<file path="src/interval_load_peak_finder_macros.svh">
// Assertion macros shared by the interval load peak finder RTL.
`ifndef INTERVAL_LOAD_PEAK_FINDER_MACROS_SVH
`define INTERVAL_LOAD_PEAK_FINDER_MACROS_SVH
`ifndef ASSERT_OFF
// Check a property on every clock edge outside reset.
`define ILPF_ASSERT(lbl, prop, msg) \
  lbl: assert property (@(posedge clk) disable iff (!rst_n) prop) \
    else $error(msg);
// Check a property on every clock edge, reset included.
`define ILPF_ASSERT_RST(lbl, prop, msg) \
  lbl: assert property (@(posedge clk) prop) \
    else $error(msg);
`else
`define ILPF_ASSERT(lbl, prop, msg)
`define ILPF_ASSERT_RST(lbl, prop, msg)
`endif
`endif

</file>
<file path="src/ilpf_pkg.sv">
// Shared types, codes and helpers of the interval load peak finder.
`default_nettype none
package ilpf_pkg;

  localparam int SLOTS_DEF    = 1024;
  localparam int MAX_RUNS_DEF = 63;

  // Operation codes of an input word
  localparam logic OP_ADD    = 1'b0;
  localparam logic OP_FINISH = 1'b1;

  // Result kinds
  localparam logic KIND_PEAK = 1'b0;
  localparam logic KIND_RUN  = 1'b1;

  // What the sweep does with each slot
  typedef enum logic [2:0] {
    MODE_IDLE,
    MODE_CLEAR,
    MODE_ADD,
    MODE_PEAK,
    MODE_RUNS
  } mode_t;

  // Commands from controller to datapath
  typedef struct packed {
    logic  add_load;    // capture add word, start sweep over its range
    logic  scan_init;   // start peak sweep below highest end
    logic  runs_init;   // start run sweep below highest end
    logic  step;        // advance sweep by one slot
    mode_t mode;
    logic  emit_peak;   // send peak value word
    logic  emit_run;    // send next run word
    logic  report_done; // drop highest end and run count
  } cmd_t;

  // Status from datapath to controller
  typedef struct packed {
    logic sweep_done;
    logic pipe_busy;
    logic no_runs;
    logic last_run;
  } sts_t;

  // Add a 16-bit load to a slot total, saturating at signed 32 bits
  function automatic logic signed [31:0] sat_add(input logic signed [31:0] a,
                                                 input logic signed [15:0] b);
    logic [32:0] s;
    s = {a[31], a} + {{17{b[15]}}, b};
    if (s[32] != s[31]) begin
      return s[32] ? 32'sh8000_0000 : 32'sh7fff_ffff;
    end
    return s[31:0];
  endfunction

endpackage
`default_nettype wire

</file>
<file path="src/ilpf_ctrl.sv">
// Controller state machine of the interval load peak finder.
`default_nettype none
module ilpf_ctrl (
  input  wire logic          clk,
  input  wire logic          rst_n,
  input  wire logic          start,
  input  wire logic          op,
  input  wire ilpf_pkg::sts_t sts,
  output ilpf_pkg::cmd_t     cmd,
  output logic               busy
);

  typedef enum logic [2:0] {
    ST_CLEAR,
    ST_IDLE,
    ST_ADD,
    ST_PEAK,
    ST_RUNS,
    ST_EMIT_PEAK,
    ST_EMIT_RUNS
  } state_t;

  state_t state_r;
  state_t state_nxt;
  logic   drained;

  assign drained = sts.sweep_done && !sts.pipe_busy;
  assign busy    = (state_r != ST_IDLE);

  // Decode commands and next state
  always_comb begin
    cmd       = '0;
    cmd.mode  = ilpf_pkg::MODE_IDLE;
    state_nxt = state_r;
    unique case (state_r)
      ST_CLEAR: begin
        cmd.mode = ilpf_pkg::MODE_CLEAR;
        cmd.step = 1'b1;
        if (sts.sweep_done) begin
          state_nxt = ST_IDLE;
        end
      end
      ST_IDLE: begin
        if (start) begin
          if (op == ilpf_pkg::OP_ADD) begin
            cmd.add_load = 1'b1;
            state_nxt    = ST_ADD;
          end else begin
            cmd.scan_init = 1'b1;
            state_nxt     = ST_PEAK;
          end
        end
      end
      ST_ADD: begin
        cmd.mode = ilpf_pkg::MODE_ADD;
        cmd.step = 1'b1;
        if (drained) begin
          state_nxt = ST_IDLE;
        end
      end
      ST_PEAK: begin
        cmd.mode = ilpf_pkg::MODE_PEAK;
        cmd.step = 1'b1;
        if (drained) begin
          cmd.runs_init = 1'b1;
          state_nxt     = ST_RUNS;
        end
      end
      ST_RUNS: begin
        cmd.mode = ilpf_pkg::MODE_RUNS;
        cmd.step = 1'b1;
        if (drained) begin
          state_nxt = ST_EMIT_PEAK;
        end
      end
      ST_EMIT_PEAK: begin
        cmd.emit_peak = 1'b1;
        if (sts.no_runs) begin
          cmd.report_done = 1'b1;
          state_nxt       = ST_IDLE;
        end else begin
          state_nxt = ST_EMIT_RUNS;
        end
      end
      ST_EMIT_RUNS: begin
        cmd.emit_run = 1'b1;
        if (sts.last_run) begin
          cmd.report_done = 1'b1;
          state_nxt       = ST_IDLE;
        end
      end
      default: begin
        state_nxt = ST_IDLE;
      end
    endcase
  end

  // Hold state
  always_ff @(posedge clk) begin
    if (!rst_n) begin
      state_r <= ST_CLEAR;
    end else begin
      state_r <= state_nxt;
    end
  end

endmodule
`default_nettype wire

</file>
<file path="config.mk">
export PLATFORM = sky130hd
export DESIGN_NAME = ilpf_ctrl
export DESIGN_NICKNAME = d
export VERILOG_FILES = /design/src/interval_load_peak_finder_macros.svh /design/src/ilpf_pkg.sv /design/src/ilpf_ctrl.sv
export SDC_FILE = /design/constraint.sdc
export NUM_CORES = 1
export LEC_CHECK = 0
export ABC_CLOCK_PERIOD_IN_PS = 1200
export BUFFER_PORTS_ARGS = -buffer_cell sky130_fd_sc_hd__buf_2
export CORE_AREA = 2 2 39 41
export DETAILED_ROUTE_END_ITERATION = 8
export DIE_AREA = 0 0 41 43
export PLACE_DENSITY = 0.58
export SLEW_MARGIN = 40
export SYNTH_ARGS = -nofsm -noshare
export SYNTH_HDL_FRONTEND = slang
export SYNTH_SLANG_ARGS = --single-unit
</file>
<file path="constraint.sdc">
create_clock -name clk -period 1.2 [get_ports clk]
set_input_delay 0.24 -clock clk [delete_from_list [all_inputs] [get_ports clk]]
set_output_delay 0.24 -clock clk [all_outputs]
set_load 0.01 [all_outputs]
</file>
==> impl_results.md <==
* Status: finished, violations left
* Failing checks: setup timing
* CTS tree: built
* Xor and xnor area share after synthesis at 0%
* Critical path startpoint category: flip-flop
* CTS sink cnt at 3
* Worst Tran Pin Value at 184.8 ps
* Initial antenna violation count at 0
* Slew Limit Headroom at 87.62%
* Final-stage net count at 84
* Most common cell after layout, fill and taps aside: buf_2
* Largest family of logic cells by synthesized area: simple AND/OR/NAND/NOR gates
* CTS HTree Levels at 1
* Critical Path AT at 1170 ps
* Top achievable clock speed at 0.7087 GHz
* Area Growth Syn to Fin at 76.40%
* Vias per inst at 4.736
* Hpwl dp at slightly below 800 um
* Final worst slack at -211.0 ps
* Max incr delay on CP at 310 ps
* Warnings from Yosys at 0
* Synthesized net count at 53
* Cells along the critical path: and2b_4 > nand2_1 > o21ai_1 > and2_4 > buf_6
* Req. time, crit path at 960 ps
* I/O pins at 19
* Synth Cell Area at ~330 um2
* Final core utilization at between 40% and 50%
* WS Path Type: flip-flop to primary output
* Worst Hold Depth at 2
* Buffers on Ports at 18
* Total CTS buffers at 3
* Post-synth cell types at 27
* Via count at 431
* Max cap viols at 0
* DRT Pass-1 Iters at 2
* Final Hold Fails at 0
* Synth Register Bits at 3
* Period utilization at 117.6%
* Critical path capture point type: primary output
* Global route overflow at 0
* Core Region at 1384 um2
* HP Start: rst_n
* Static Leak at 0.2845 nW
* Clk Tree Root Cell: clkbuf_4
* First-pass GRT wire length at 1614 um
* Pre-CTS WS at -3.545 ps
* Slowest-stage cell, CP: dfxtp_2
* Per-cell routed wire length at 10.99 um
* First-iteration detailed-routing DRC count at 3
* Simple-Gate Fraction of Synth Area at 44.19%
* Synth Area in Compound Gates at 25.84%
* DIE AREA at around 1800 um2
* Post-synthesis average cell area at 7.424 um2
* Layout cells sized above 1 at 60.00%
* Max reg flops at 3
* RR Startpoint: state_r[1]
* Post-CTS Hold Buffers at 0
* CTS clk-pin slew, worst paths at 40 ps
* Clock skew at 0.1669 ps
* Worst hold-check path type: input pin to flip-flop
* Die Span X at a little over 40 um
* Register area share after synthesis at approximately 18%
* All-layer global routing usage at approximately 14%
* # rows at 14
* Pin count of the biggest net entering global routing at 9
* Number of inserted diodes at 0
* Final worst path period need at ~1400 ps
* Post-detailed-route count of antenna-violating nets at 0
* Routed wire length at 1000 um
* Pwr Density at 951.3 nW/um2
* CP Launch Point: state_r[1]
* Post-synthesis adder-cell area fraction at 0%
* Final slew viol count at 0
* Setup violators final at 12
* Critical path fanouts, max at 4
* Worst skew pair latency at roughly 240 ps
* Starting Density at 24.14%
* Maximum VDD drop at 0.5991 mV
* Most flops, register: state_r
* RSZ-0062 raised after global routing: true
* Vias in the first global route at 399
* Gpl congestion at 0.8599
* Biggest regs: state_r x3
* DIE HEIGHT at 43 um
* Mux cell area share after synthesis at between 2 and 3%
* Clock buffer depth at 2
* R2R depth at 6
* Remaining DRCs at 0
* Post-Syn Instances at 45
* Most frequent cells in the layout: buf_2, buf_4, buf_6
* Sum Neg Setup Slack at -1845 ps
stage by stage:
stage | cells | power (W) | hold WS [ps] | area (um2)
floorplan | 45 | 0.0002445 | 357.5 | 334.1
finish | 91 | 0.0005606 | 261.3 | 589.3
global route | 91 | 0.0006165 | 254.0 | 589.3
global placement | 86 | 0.0003488 | 502.4 | 496.7
CTS | 91 | 0.0005698 | 249.4 | 588.1
detailed placement | 86 | 0.0003518 | 499.3 | 496.7
kinds of logic (layout without fill, tap and decap cells):
| logic type | after synthesis | in the layout |
|---|---|---|
| AOI/OAI and AO/OA | 13 | 13 |
| buffers and inverters | 6 | 36 |
| muxes | 1 | 1 |
| DFF | 3 | 3 |
| and+or+nand+nor | 22 | 22 |
routing by layer:
layer	up-vias	global-route usage (%)	wire length [um]	share of wire (%)
met4	0	9.333	40	4.0
met2	17	17.50	460	46
met3	6	6.806	68	6.8
met5	-	0	0	0
met1	190	17.63	430	43
li1	218	-	-	-
cell type report:
| class | instances | area, um2 |
|---|---|---|
| fill | 150 | 794.5 |
| tap | 16 | 20.02 |
| multi-input combinational | 36 | 267.8 |
| inverter | 4 | 15.01 |
| sequential | 3 | 62.56 |
| timing repair buffer | 28 | 197.7 |
| clock buffer | 4 | 26.28 |
path summary, 6_finish.rpt:
kind | slack (ps) | endpoint
worst max register to register | 0 | state_r[0]
worst min-delay path | 260 | state_r[2]
worst max-delay path | -210 | cmd[0]
worst min register to register | 600 | state_r[2]
power by group:
| group | internal (W) | switching (W) |
|---|---|---|
| combinational | 0.000136 | 0.000120 |
| sequential | 0.000113 | 0.0000102 |
| clock | 0.000125 | 0.0000572 |
| total | 0.000373 | 0.000187 |
synthesized netlist by cell type:
cell type	count	area share, %
nor3_1	3	4.5
o211ai_1	2	4.5
o21ai_1	1	1.5
inv_1	4	4.5
nor2_2	1	1.9
nor2_1	2	2.2
a22oi_1	1	2.2
nor2b_1	3	5.6
nand2_1	2	2.2
mux2i_1	1	3.0
and3_2	1	2.2
and2b_1	2	4.5
and3_4	1	3.4
o21ai_0	2	3.0
and2b_4	1	3.0
a21oi_1	2	3.0
o21a_1	2	4.5
buf_4	2	4.5
and2b_2	1	2.6
a32oi_1	1	2.6
o22ai_1	1	1.9
nand2b_1	2	3.7
and2_2	1	2.2
nand2_2	1	1.9
o2111ai_1	1	2.6
dfxtp_1	3	18
nand2b_4	1	4.1
what timing repair did:
action / in CTS / in global routing
buffers inserted: 1 / 0
gates resized for setup: 14 / 1
pin swaps: 5 / 2
endpoints found under the setup margin: 11 / 13
critical path, delay by kind of cell (launching register included):
| kind | cells | cell delay, ps |
|---|---|---|
| AND/OR/NAND/NOR | 3 | 470 |
| flip-flops | 1 | 310 |
| AO/OA/AOI/OAI | 1 | 70 |
| buffers and inverters | 1 | 90 |
No activity file was read; power rests on OpenSTA's default activity.
